File: config.mk
export PLATFORM = sky130hd
export DESIGN_NAME = char_lcd_nibble_sequencer_top
export DESIGN_NICKNAME = d
export VERILOG_FILES = /design/src/clns_pkg.sv /design/src/char_lcd_nibble_sequencer_top.sv /design/src/clns_ctrl.sv /design/src/clns_dp.sv
export SDC_FILE = /design/constraint.sdc
export NUM_CORES = 1
export LEC_CHECK = 0
export ABC_AREA = 1
export BUFFER_PORTS_ARGS = -buffer_cell sky130_fd_sc_hd__buf_4
export CAP_MARGIN = 30
export CORE_ASPECT_RATIO = 1.1
export CORE_MARGIN = 2
export CORE_UTILIZATION = 55
export DETAILED_ROUTE_END_ITERATION = 8
export PLACE_DENSITY = 0.75
export SETUP_SLACK_MARGIN = 0.15
export SYNTH_ARGS = -nofsm -noshare
export SYNTH_HDL_FRONTEND = slang
export SYNTH_SLANG_ARGS = --single-unit
File: constraint.sdc
create_clock -name clk -period 5.67 [get_ports clk]
set_input_delay 0.567 -clock clk [delete_from_list [all_inputs] [get_ports clk]]
set_output_delay 0.567 -clock clk [all_outputs]
set_load 0.02 [all_outputs]
File: src/clns_pkg.sv
// Shared types and constants for the character LCD nibble sequencer.
// No dependencies; imported by the controller, the datapath and the top level.
`timescale 1ns / 1ps

package clns_pkg;

  // Request kinds
  localparam logic [2:0] CMD_BYTE   = 3'd0;
  localparam logic [2:0] CMD_DATA   = 3'd1;
  localparam logic [2:0] CMD_INIT   = 3'd2;
  localparam logic [2:0] CMD_CURSOR = 3'd3;
  localparam logic [2:0] CMD_CLEAR  = 3'd4;

  // Configuration register file
  localparam int NUM_REGS  = 8;
  localparam int REG_IDX_W = 3;
  localparam int REG_W     = 16;

  localparam logic [REG_IDX_W-1:0] REG_ENABLE_HIGH = 3'd0;
  localparam logic [REG_IDX_W-1:0] REG_SETTLE      = 3'd1;
  localparam logic [REG_IDX_W-1:0] REG_CMD_WAIT    = 3'd2;
  localparam logic [REG_IDX_W-1:0] REG_DATA_WAIT   = 3'd3;
  localparam logic [REG_IDX_W-1:0] REG_POWER_UP    = 3'd4;
  localparam logic [REG_IDX_W-1:0] REG_FIRST_WAKE  = 3'd5;
  localparam logic [REG_IDX_W-1:0] REG_WAKE_WAIT   = 3'd6;
  localparam logic [REG_IDX_W-1:0] REG_CLEAR_EXTRA = 3'd7;

  localparam logic [REG_W-1:0] REG_RESET [NUM_REGS] = '{
    16'd5, 16'd100, 16'd2000, 16'd100, 16'd50000, 16'd5000, 16'd150, 16'd2000
  };

  // Strobe sequencing
  localparam int                STEP_W          = 4;
  localparam logic [STEP_W-1:0] BYTE_LAST_STEP  = 4'd1;
  localparam logic [STEP_W-1:0] INIT_LAST_STEP  = 4'd11;
  localparam logic [STEP_W-1:0] WAKE_LAST_STEP  = 4'd3;
  localparam logic [STEP_W-1:0] INIT_FIRST_BYTE = 4'd4;

  // LCD constants
  localparam logic [3:0] NIB_WAKE        = 4'h3;
  localparam logic [3:0] NIB_FOUR_BIT    = 4'h2;
  localparam logic [7:0] LCD_FUNC_SET    = 8'h28;
  localparam logic [7:0] LCD_DISP_ON     = 8'h0C;
  localparam logic [7:0] LCD_CLR_DISPLAY = 8'h01;
  localparam logic [7:0] LCD_ENTRY_MODE  = 8'h06;
  localparam logic [7:0] LCD_SET_DDRAM   = 8'h80;
  localparam logic [1:0] INIT_CLEAR_IDX  = 2'd2;

  // Command byte sent after the wake-up nibbles, by position
  function automatic logic [7:0] init_byte(input logic [1:0] idx);
    logic [7:0] b;
    unique case (idx)
      2'd0:    b = LCD_FUNC_SET;
      2'd1:    b = LCD_DISP_ON;
      2'd2:    b = LCD_CLR_DISPLAY;
      default: b = LCD_ENTRY_MODE;
    endcase
    return b;
  endfunction

  typedef enum logic {
    ST_IDLE,
    ST_RUN
  } state_t;

  // Controller to datapath
  typedef struct packed {
    logic              load;
    logic              emit;
    logic [STEP_W-1:0] step;
  } ctrl_cmd_t;

  // Datapath to controller
  typedef struct packed {
    logic req_ok;
    logic last_step;
    logic out_free;
  } dp_stat_t;

endpackage

File: src/char_lcd_nibble_sequencer_top.sv
// A request is latched and the controller enters its run state; the first
// strobe is registered once the output register is free. One strobe per
// cycle while out_stall is low; the step counter in the controller gives
// two strobes for byte, data, cursor and clear, twelve for init. Unknown
// kinds are accepted and give no strobes. Reset (rst_n, synchronous, active
// low) returns to idle, empties the output register and loads the default timing registers.
`timescale 1ns / 1ps

module char_lcd_nibble_sequencer_top (
  input  logic                             clk,
  input  logic                             rst_n,
  input  logic                             cfg_we,
  input  logic [clns_pkg::REG_IDX_W-1:0]   cfg_index,
  input  logic [clns_pkg::REG_W-1:0]       cfg_wdata,
  input  logic                             in_valid,
  output logic                             in_stall,
  input  logic [2:0]                       in_cmd,
  input  logic [7:0]                       in_byte_value,
  input  logic                             in_row,
  input  logic [5:0]                       in_col,
  output logic                             out_valid,
  input  logic                             out_stall,
  output logic                             out_rs,
  output logic [3:0]                       out_nibble,
  output logic [15:0]                      out_enable_us,
  output logic [15:0]                      out_wait_before_us,
  output logic [15:0]                      out_wait_after_us,
  output logic                             out_last
);
  import clns_pkg::*;

  ctrl_cmd_t cmd;
  dp_stat_t  stat;

  // Controller
  clns_ctrl u_ctrl (
    .clk      (clk),
    .rst_n    (rst_n),
    .in_valid (in_valid),
    .in_stall (in_stall),
    .stat     (stat),
    .cmd      (cmd)
  );

  // Datapath
  clns_dp u_dp (
    .clk                (clk),
    .rst_n              (rst_n),
    .cfg_we             (cfg_we),
    .cfg_index          (cfg_index),
    .cfg_wdata          (cfg_wdata),
    .in_cmd             (in_cmd),
    .in_byte_value      (in_byte_value),
    .in_row             (in_row),
    .in_col             (in_col),
    .cmd                (cmd),
    .stat               (stat),
    .out_valid          (out_valid),
    .out_stall          (out_stall),
    .out_rs             (out_rs),
    .out_nibble         (out_nibble),
    .out_enable_us      (out_enable_us),
    .out_wait_before_us (out_wait_before_us),
    .out_wait_after_us  (out_wait_after_us),
    .out_last           (out_last)
  );

endmodule

File: src/clns_ctrl.sv
// Sequencer controller: request intake and strobe step counter.
// Depends on clns_pkg.
`timescale 1ns / 1ps

module clns_ctrl (
  input  logic                 clk,
  input  logic                 rst_n,
  input  logic                 in_valid,
  output logic                 in_stall,
  input  clns_pkg::dp_stat_t   stat,
  output clns_pkg::ctrl_cmd_t  cmd
);
  import clns_pkg::*;

  state_t              state_r, state_nxt;
  logic [STEP_W-1:0]   step_r, step_nxt;

  // State and step registers
  always_ff @(posedge clk) begin
    if (!rst_n) begin
      state_r <= ST_IDLE;
      step_r  <= '0;
    end else begin
      state_r <= state_nxt;
      step_r  <= step_nxt;
    end
  end

  // Next state
  always_comb begin
    state_nxt = state_r;
    step_nxt  = step_r;
    unique case (state_r)
      ST_IDLE: begin
        step_nxt = '0;
        if (in_valid && stat.req_ok) state_nxt = ST_RUN;
      end
      ST_RUN: begin
        if (stat.out_free) begin
          step_nxt = step_r + STEP_W'(1);
          if (stat.last_step) state_nxt = ST_IDLE;
        end
      end
      default: state_nxt = ST_IDLE;
    endcase
  end

  // Outputs
  always_comb begin
    cmd.step = step_r;
    cmd.load = 1'b0;
    cmd.emit = 1'b0;
    in_stall = 1'b1;
    unique case (state_r)
      ST_IDLE: begin
        in_stall = 1'b0;
        cmd.load = in_valid;
      end
      ST_RUN: begin
        cmd.emit = stat.out_free;
      end
      default: in_stall = 1'b1;
    endcase
  end

  // Step counter stays inside the longest sequence
  a_step_range: assert property (@(posedge clk) disable iff (!rst_n)
    state_r == ST_RUN |-> step_r <= INIT_LAST_STEP)
    else $error("step counter beyond last init strobe");

  // Final strobe returns to idle
  a_last_idle: assert property (@(posedge clk) disable iff (!rst_n)
    (cmd.emit && stat.last_step) |=> state_r == ST_IDLE)
    else $error("controller did not return to idle after final strobe");

  // A new run always starts at the first strobe
  a_run_start: assert property (@(posedge clk) disable iff (!rst_n)
    (state_r == ST_IDLE && in_valid && stat.req_ok) |=> (state_r == ST_RUN && step_r == '0))
    else $error("run did not start at step zero");

endmodule

File: src/clns_dp.sv
// Sequencer datapath: configuration registers, request latch, strobe
// formation and output register. Depends on clns_pkg.
`timescale 1ns / 1ps

module clns_dp (
  input  logic                             clk,
  input  logic                             rst_n,
  input  logic                             cfg_we,
  input  logic [clns_pkg::REG_IDX_W-1:0]   cfg_index,
  input  logic [clns_pkg::REG_W-1:0]       cfg_wdata,
  input  logic [2:0]                       in_cmd,
  input  logic [7:0]                       in_byte_value,
  input  logic                             in_row,
  input  logic [5:0]                       in_col,
  input  clns_pkg::ctrl_cmd_t              cmd,
  output clns_pkg::dp_stat_t               stat,
  output logic                             out_valid,
  input  logic                             out_stall,
  output logic                             out_rs,
  output logic [3:0]                       out_nibble,
  output logic [15:0]                      out_enable_us,
  output logic [15:0]                      out_wait_before_us,
  output logic [15:0]                      out_wait_after_us,
  output logic                             out_last
);
  import clns_pkg::*;

  logic [REG_W-1:0] cfg_r [NUM_REGS];

  logic [2:0]  kind_r;
  logic [7:0]  byte_r;
  logic [7:0]  byte_nxt;

  logic        out_valid_r, out_valid_nxt;
  logic        out_rs_r, out_last_r;
  logic [3:0]  out_nibble_r;
  logic [15:0] out_enable_r, out_before_r, out_after_r;

  logic              is_init, is_wake, hi_phase, add_clr, last_step;
  logic [STEP_W-1:0] step;
  logic [2:0]        bidx_full;
  logic [1:0]        bidx;
  logic [7:0]        cur_byte;
  logic [3:0]        nibble;
  logic [15:0]       extra, wait_pre;
  logic [17:0]       wait_sum;
  logic [15:0]       wait_after;

  // Configuration register file
  always_ff @(posedge clk) begin
    if (!rst_n) begin
      for (int i = 0; i < NUM_REGS; i++) cfg_r[i] <= REG_RESET[i];
    end else if (cfg_we) begin
      cfg_r[cfg_index] <= cfg_wdata;
    end
  end

  // Byte to send for single-byte requests
  always_comb begin
    unique case (in_cmd)
      CMD_CURSOR: byte_nxt = LCD_SET_DDRAM | {1'b0, in_row, in_col};
      CMD_CLEAR:  byte_nxt = LCD_CLR_DISPLAY;
      default:    byte_nxt = in_byte_value;
    endcase
  end

  // Request latch
  always_ff @(posedge clk) begin
    if (!rst_n) begin
      kind_r <= CMD_BYTE;
    end else if (cmd.load) begin
      kind_r <= in_cmd;
    end
  end

  always_ff @(posedge clk) begin
    if (cmd.load) byte_r <= byte_nxt;
  end

  // Strobe formation for the current step
  always_comb begin
    step      = cmd.step;
    is_init   = (kind_r == CMD_INIT);
    is_wake   = is_init && (step <= WAKE_LAST_STEP);
    hi_phase  = ~step[0];
    bidx_full = step[3:1] - 3'd2;
    bidx      = bidx_full[1:0];
    cur_byte  = is_init ? init_byte(bidx) : byte_r;

    if (is_wake) nibble = (step == WAKE_LAST_STEP) ? NIB_FOUR_BIT : NIB_WAKE;
    else         nibble = hi_phase ? cur_byte[7:4] : cur_byte[3:0];

    wait_pre = (is_init && step == '0) ? cfg_r[REG_POWER_UP] : '0;

    add_clr = 1'b0;
    priority if (is_wake) begin
      extra = (step == '0) ? cfg_r[REG_FIRST_WAKE] : cfg_r[REG_WAKE_WAIT];
    end else if (hi_phase) begin
      extra = '0;
    end else begin
      extra   = (kind_r == CMD_DATA) ? cfg_r[REG_DATA_WAIT] : cfg_r[REG_CMD_WAIT];
      add_clr = (kind_r == CMD_CLEAR) || (is_init && bidx == INIT_CLEAR_IDX);
    end

    wait_sum = {2'b00, cfg_r[REG_SETTLE]} + {2'b00, extra}
             + (add_clr ? {2'b00, cfg_r[REG_CLEAR_EXTRA]} : 18'd0);
    wait_after = (|wait_sum[17:16]) ? 16'hFFFF : wait_sum[15:0];

    last_step = is_init ? (step == INIT_LAST_STEP) : (step == BYTE_LAST_STEP);
  end

  // Output register
  always_comb begin
    if (cmd.emit)      out_valid_nxt = 1'b1;
    else if (out_stall) out_valid_nxt = out_valid_r;
    else               out_valid_nxt = 1'b0;
  end

  always_ff @(posedge clk) begin
    if (!rst_n) out_valid_r <= 1'b0;
    else        out_valid_r <= out_valid_nxt;
  end

  always_ff @(posedge clk) begin
    if (cmd.emit) begin
      out_rs_r     <= (kind_r == CMD_DATA);
      out_nibble_r <= nibble;
      out_enable_r <= cfg_r[REG_ENABLE_HIGH];
      out_before_r <= wait_pre;
      out_after_r  <= wait_after;
      out_last_r   <= last_step;
    end
  end

  // Status to controller
  always_comb begin
    stat.req_ok    = (in_cmd <= CMD_CLEAR);
    stat.last_step = last_step;
    stat.out_free  = !out_valid_r || !out_stall;
  end

  assign out_valid          = out_valid_r;
  assign out_rs             = out_rs_r;
  assign out_nibble         = out_nibble_r;
  assign out_enable_us      = out_enable_r;
  assign out_wait_before_us = out_before_r;
  assign out_wait_after_us  = out_after_r;
  assign out_last           = out_last_r;

  // A strobe never overwrites one still waiting to be taken
  a_no_overwrite: assert property (@(posedge clk) disable iff (!rst_n)
    cmd.emit |-> (!out_valid_r || !out_stall))
    else $error("strobe written over a stalled result");

  // Load and emit never happen together
  a_load_emit: assert property (@(posedge clk) disable iff (!rst_n)
    !(cmd.load && cmd.emit))
    else $error("request load during strobe emission");

endmodule
Word level (Yosys, flattened, before mapping)
Memory sizes are Yosys's and may differ from the RTL's. A register that Yosys moved wholly into a read port is not among the register bits.
Index checks and enable logic that the tools add are counted.
{"block": "classes", "add_sub_neg": 4, "mul": 0, "div_mod_pow": 0, "order_cmp": 2, "eq_ne": 12, "n_shift": 0, "mux": 32, "n_bitwise": 1, "reduce_logical": 13}
{"cell": "$mux W16", "n": 6}
{"cell": "$add A18 B18 Y18", "n": 1}
{"cell": "$pmux W6 S3", "n": 1}
{"cell": "$add A16 B16 Y17", "n": 1}
{"cell": "$mux W1", "n": 17}
{"cell": "$pmux W8 S2", "n": 1}
{"cell": "$reduce_or A16 Y1", "n": 1}
{"cell": "$mux W4", "n": 3}
{"cell": "$mux W8", "n": 1}
{"cell": "$pmux W4 S2", "n": 1}
{"cell": "$eq A3 B2 Y1 const B", "n": 2}
{"cell": "$eq A3 B3 Y1 const B", "n": 2}
{"cell": "$add A4 B1 Y4 const B", "n": 1}
{"cell": "$eq A4 B1 Y1 const B", "n": 1}
{"cell": "$eq A4 B2 Y1 const B", "n": 1}
{"cell": "$eq A4 B4 Y1 const B", "n": 1}
{"cell": "$le A4 B2 Y1 const B", "n": 1}
{"cell": "$logic_and A1 B1 Y1", "n": 4}
{"cell": "$logic_not A4 Y1", "n": 1}
{"cell": "$ne A2 B1 Y1 const B", "n": 2}
{"cell": "$eq A3 B1 Y1 const B", "n": 1}
{"cell": "$le A3 B3 Y1 const B", "n": 1}
{"cell": "$logic_not A1 Y1", "n": 3}
{"cell": "$mux W3", "n": 1}
{"cell": "8 further kinds", "n": 9}
{"block": "word_totals", "reg_bits": 39, "latch_bits": 0, "ram_bits": 128, "romBits": 0, "input_bits": 42, "output_inout_bits": 56, "word_cells": 74, "mem_count": 1}
{"name": "u_dp.cfg_r", "words": 8, "width": 16, "rd": 8, "rd_ports_with_merged_regs": 2, "wr": 8, "line_no": "clns_dp.sv:28", "text": "logic [REG_W-1:0] cfg_r [NUM_REGS];"}

Logic depth before layout (Yosys ltp)
{"block": "depth", "ltp_word": 9, "mapped_depth": 31, "ltp_nobuf": 30}

Hierarchy
A second synthesis with hierarchy kept.
{"block": "hier_totals", "cells_unflattened": 954, "area_unflattened_um2": 9447.8}
{"mod": "clns_dp", "n_inst": 1, "cells_per_inst": 923, "area_per_inst_um2": 9223.8, "seq_area_each_um2": 5785.5}
{"mod": "clns_ctrl", "n_inst": 1, "cells_per_inst": 31, "area_per_inst_um2": 224.0, "seq_area_each_um2": 100.1}

Worst setup path before layout
No wires, ideal clock.
{"block": "synth_timing", "path_kind": "register -> register", "from": "register u_ctrl.step_r[0]", "to": "register u_dp.out_after_r[6], in the netlist u_dp.out_wait_after_us[6] (data pin)", "setup_ps": 259, "arrival_ps": 3797, "required_time_ps": 5411, "slack_ps": 1614, "stages_incl_launch_ff": 23, "path_buffers": 2, "period_less_slack_ps": 4056, "cell_sequence": "dfxtp_1 inv_1 ha_1 nand2_1 buf_2 mux2i_1 o21ai_1 ha_1 a21oi_1 o21ai_0 a21oi_1 nand2_1 xor2_1 ha_1 nand2_1 nor2_1 nor2_1 nand2_1 a21oi_4 nor2_2 nor2_4 buf_12 nand3_2"}
{"block": "synth_between", "elab_chain_len": 6, "elab_cells_between_ends": 12, "cone_classes": "add/sub (2); order compare (1); mux (6); reduce/logical (3)"}
{"item": "start: declaration", "line_no": "clns_ctrl.sv:16", "text": "logic [STEP_W-1:0] step_r, step_nxt;"}
{"item": "start signal: assignment", "line_no": "clns_ctrl.sv:25", "text": "step_r <= step_nxt;"}
{"item": "$le A4 B2 Y1 or $logic_not A4 Y1 (tied branches)", "line_no": "clns_dp.sv:84, clns_dp.sv:97"}
{"item": "$logic_and A1 B1 Y1 or $mux W16 (tied branches)", "line_no": "clns_dp.sv:84, clns_dp.sv:97"}
{"item": "$mux W16 or $mux W1 (tied branches)", "line_no": "clns_dp.sv:96", "text": "priority if (is_wake) begin"}
{"item": "$add A16 B16 Y17 or $mux W16 (tied branches)", "line_no": "clns_dp.sv:105, clns_dp.sv:106"}
{"item": "$add A18 B18 Y18 (*)", "line_no": "clns_dp.sv:106", "text": "+ (add_clr ? {2'b00, cfg_r[REG_CLEAR_EXTRA]} : 18'd0);"}
{"item": "$reduce_or A2 Y1", "line_no": "clns_dp.sv:107", "text": "wait_after = (|wait_sum[17:16]) ? 16'hFFFF : wait_sum[15:0];"}
{"item": "end signal: assignment", "line_no": "clns_dp.sv:130", "text": "out_after_r <= wait_after;"}
{"item": "end: declaration", "line_no": "clns_dp.sv:37", "text": "logic [15:0] out_enable_r, out_before_r, out_after_r;"}
Every way passes the cells marked *; elsewhere a longest branch is shown, timed or not.
A chain may end at the register's enable or synchronous reset.

Final worst setup path
{"block": "layout_timing", "from": "register u_dp.kind_r[2]", "to": "register u_dp.out_after_r[0], in the netlist u_dp.out_wait_after_us[0] (data pin)"}
{"block": "layout_between", "elab_chain_len": 8, "elab_cells_between_ends": 15, "cone_classes": "add/sub (2); eq/ne (3); mux (6); reduce/logical (4)"}
{"item": "start: declaration", "line_no": "clns_dp.sv:30", "text": "logic [2:0] kind_r;"}
{"item": "start signal: assignment", "line_no": "clns_dp.sv:72", "text": "kind_r <= in_cmd;"}
{"item": "parallel branches: the longest is 6 deep, another holds $add A16 B16 Y17"}
{"item": "$add A18 B18 Y18 (*)", "line_no": "clns_dp.sv:106"}
{"item": "$reduce_or A2 Y1", "line_no": "clns_dp.sv:107"}
Mark *: on every way between the ends.

==> results.py <==
metrics = {
    "status": {
        "outcome": "finished clean",
    },
    "power": {
        "ir_drop_mv": 0.233,
        "power_per_cell_area_nw_per_um2": 322,
        "power.static_leakage_nw": 5.06,
    },
    "floorplanning": {
        "starting_density_pct": 56.0,
        "rows": 51,
        "fp.dieArea_um2": 19000,
        "die_w_um": 132,
        "die_height_um": 144,
        "fp.coreArea_um2": 17600,
        "pin_count": 98,
    },
    "clocking": {
        "ctsLongestPathBuffers": 2,
        "cts_tree": "done",
        "cts_buffers": 17,
        "clockRootBuffer": "clkbuf_16",
        "clock_latency_ns": 0.45,
        "cts-hold-fix-buffers": 0,
        "clk_pin_slew_ns": 0.07,
        "htree_levels": 4,
        "cts_post_setup_buffers_inserted": 0,
        "clock_sink_count": 199,
        "cts_resized": 0,
    },
    "worst_setup_path": {
        "worstSetupStartpointType": "flip-flop",
        "timing.critical_path.max_delay_family": "simple AND/OR/NAND/NOR gates",
        "crit_type": "flip-flop to flip-flop",
        "worst_path_max_delay_cell": "dfxtp_1",
        "path_max_fanout": 20,
        "required_ns": 5.83,
        "worst_path_most_repeated_cell": "nand2_1",
        "setup.worst_path.end_class": "flip-flop",
        "peak_per_stage_delay_on_the_critical_path_ns": 0.41,
        "path_buf_inv": 6,
        "cp_data_arrival_time_ns": 5.00,
    },
    "timing": {
        "drv_slew": 0,
        "setup_repair_after_global_routing_missed_its_margin": "false",
        "tightest_slew_ns": 0.811,
        "setup_tns_ns": 0,
        "fin_skew_ns": 0.0117,
        "timing_hold_violations_final": 0,
        "setup_violations": 0,
        "fmaxAchievable_mhz": 207,
        "slew_headroom_pct": 45.5,
        "final_min_period_over_clock_period_pct": 85.3,
        "layout_min_cycle_time_ns": 4.84,
    },
    "route": {
        "drt_first_iter_violations": 477,
        "route.detailed.drc": 0,
        "postRouteAntennaNets": 0,
        "drt_pre_antenna_iters": 5,
        "via_count": 7077,
        "drt-total-wl_mm": 21.6,
        "detail_route.vias_per_cell": 5.24,
        "route.detailed.wl_per_inst_um": 16.0,
    },
    "logic_synthesis": {
        "yosys-top-cells-area": "edfxtp_1 (58%), nand2_1 (9.7%), nor2_1 (6.2%)",
        "area_share_of_the_leading_cell_type_in_the_synthesized_netlist_pct": 57.8,
        "post_synthesis_cells": 1000,
        "synth_seq_area_share_pct": 59.7,
        "netlist_area_um2": 9860,
        "yosys_warnings": 0,
        "postSynthRegisterBits": 199,
        "yosys_most_used_dff": "edfxtp_1",
        "avgSynthCellArea_um2": 9.86,
        "cell_accounting_for_the_most_synthesized_area": "edfxtp_1",
        "synth-edff-count": 190,
        "synth_async_sr_flop_share_pct": 0,
        "postSynthNetCount": 1078,
        "synthDistinctLibCells": 43,
    },
    "placement": {
        "numPortBuffers": 97,
        "post-dp-hpwl_mm": 15.4,
        "routabilityCongestion": 0.922,
    },
    "cells_and_area": {
        "layout_common_cells": "nand2_1 (255), edfxtp_1 (190), nor2_1 (164)",
        "drive_gt1_share_pct": 15.4,
        "area_growth_synth_to_finish_pct": 15.5,
        "finalNetCount": 1178,
        "post-route-util_pct": 64.7,
        "n_antenna_cell": 0,
        "final_common_cell": "nand2_1",
    },
    "worst_hold_path": {
        "min_path_type": "primary input to flip-flop",
    },
    "job": {
        "cap_viol_max_count": 0,
    },
    "grt": {
        "gr-usage-all-layers_pct": 23.2,
        "grt_max_degree": 56,
        "grt_pass1_vias": 6731,
        "global_route_wire_length_before_repair_mm": 33.7,
        "grt_overflow": 0,
        "grt_antenna_before_repair": 0,
    },
}
==> tightest hold or removal path: stages <==
cell	delay [ns]
buf_4	0.07
nand2_1	0.04
nand2_1	0.06
==> state kept, by name, indices dropped and copies added (netlist names), 3 cells and up <==
register,count
u_dp.out_wait_before_us,16
u_ctrl.step_r,4
u_dp.cfg_r,128
u_dp.out_enable_us,16
u_dp.kind_r,3
u_dp.byte_r,8
u_dp.out_nibble,4
u_dp.out_wait_after_us,16
==> worst paths after layout <==
| kind | start | to | depth (start not counted) | slack (ns) |
|---|---|---|---|---|
| min | in_byte_value[7] | u_dp.byte_r[7] | 3 | 0.41 |
| min reg2reg | u_dp.cfg_r[0][6] | u_dp.out_enable_us[6] | 0 | 0.42 |
| max reg2reg | u_dp.kind_r[2] | u_dp.out_wait_after_us[0] | 29 | 0.83 |
| max | u_dp.kind_r[2] | u_dp.out_wait_after_us[0] | 29 | 0.83 |
==> synthesized netlist by cell type, types with 2 or more instances <==
cell / instances
nand2_1: 255
edfxtp_1: 190
nor2_1: 164
inv_1: 126
nand3_1: 41
ha_1: 34
a21oi_1: 31
o21ai_0: 20
mux2i_1: 16
xnor2_1: 13
nand3_2: 10
o21ai_1: 10
clkbuf_1: 9
dfxtp_1: 9
nand2_2: 8
xor2_1: 8
inv_2: 6
buf_2: 5
nor2_2: 4
a21o_1: 3
nand3b_1: 3
nand4_1: 3
nor3_1: 3
a21oi_2: 2
a21oi_4: 2
and3_1: 2
buf_4: 2
buf_6: 2
fa_1: 2
nor2_4: 2
nor3_4: 2
o22ai_1: 2
==> through the flow <==
stage                     instance area [um^2]  hold WS [ns]  setup slack [ns]  std cells  power, mW
after floorplan                           9860         0.400              1.61       1000       2.30
after CTS                                11400         0.393             0.847       1351       3.67
final                                    11400         0.405             0.835       1351       3.66
after global placement                   10800         0.400              1.01       1319       2.49
after global routing                     11400         0.404             0.358       1351       3.81
after detailed placement                 10800         0.405             0.899       1319       2.51
==> per-layer routing <==
layer  global-route usage (%)  part of all wire [%]  up-vias  routed length [um]
li1                         -                     -     3478                   -
met1                     29.1                    42     3356                9000
met2                     40.3                    51      194               11000
met3                     3.96                   4.7       49                1010
met4                     9.84                   2.9        0                 626
met5                        0                     0        -                   0
==> cell families after synthesis <==
kind of cell / share of synthesized area, %
AOI/OAI and AO/OA: 4.58
xor gates and xnor gates: 1.86
adders and majority gates: 4.72
buffers and inverters: 6.20
DFF: 59.7
muxes: 1.62
and+or+nand+nor: 21.3
==> area by class of cell <==
type | count | area (um^2)
fill | 1416 | 6220
sequential | 199 | 5890
multi-input combinational | 650 | 3380
timing repair buffer | 100 | 751
inverter | 132 | 495
clock buffer | 18 | 429
tap | 238 | 298
clock inverter | 14 | 155
==> report_power, final <==
group	leakage (nW)	internal, mW	switching [mW]
sequential	1.90	1.75	0.0354
combinational	2.87	0.243	0.450
clock	0.286	0.592	0.595
total	5.06	2.58	1.08
Note: power is estimated with default switching activity, not from simulation.
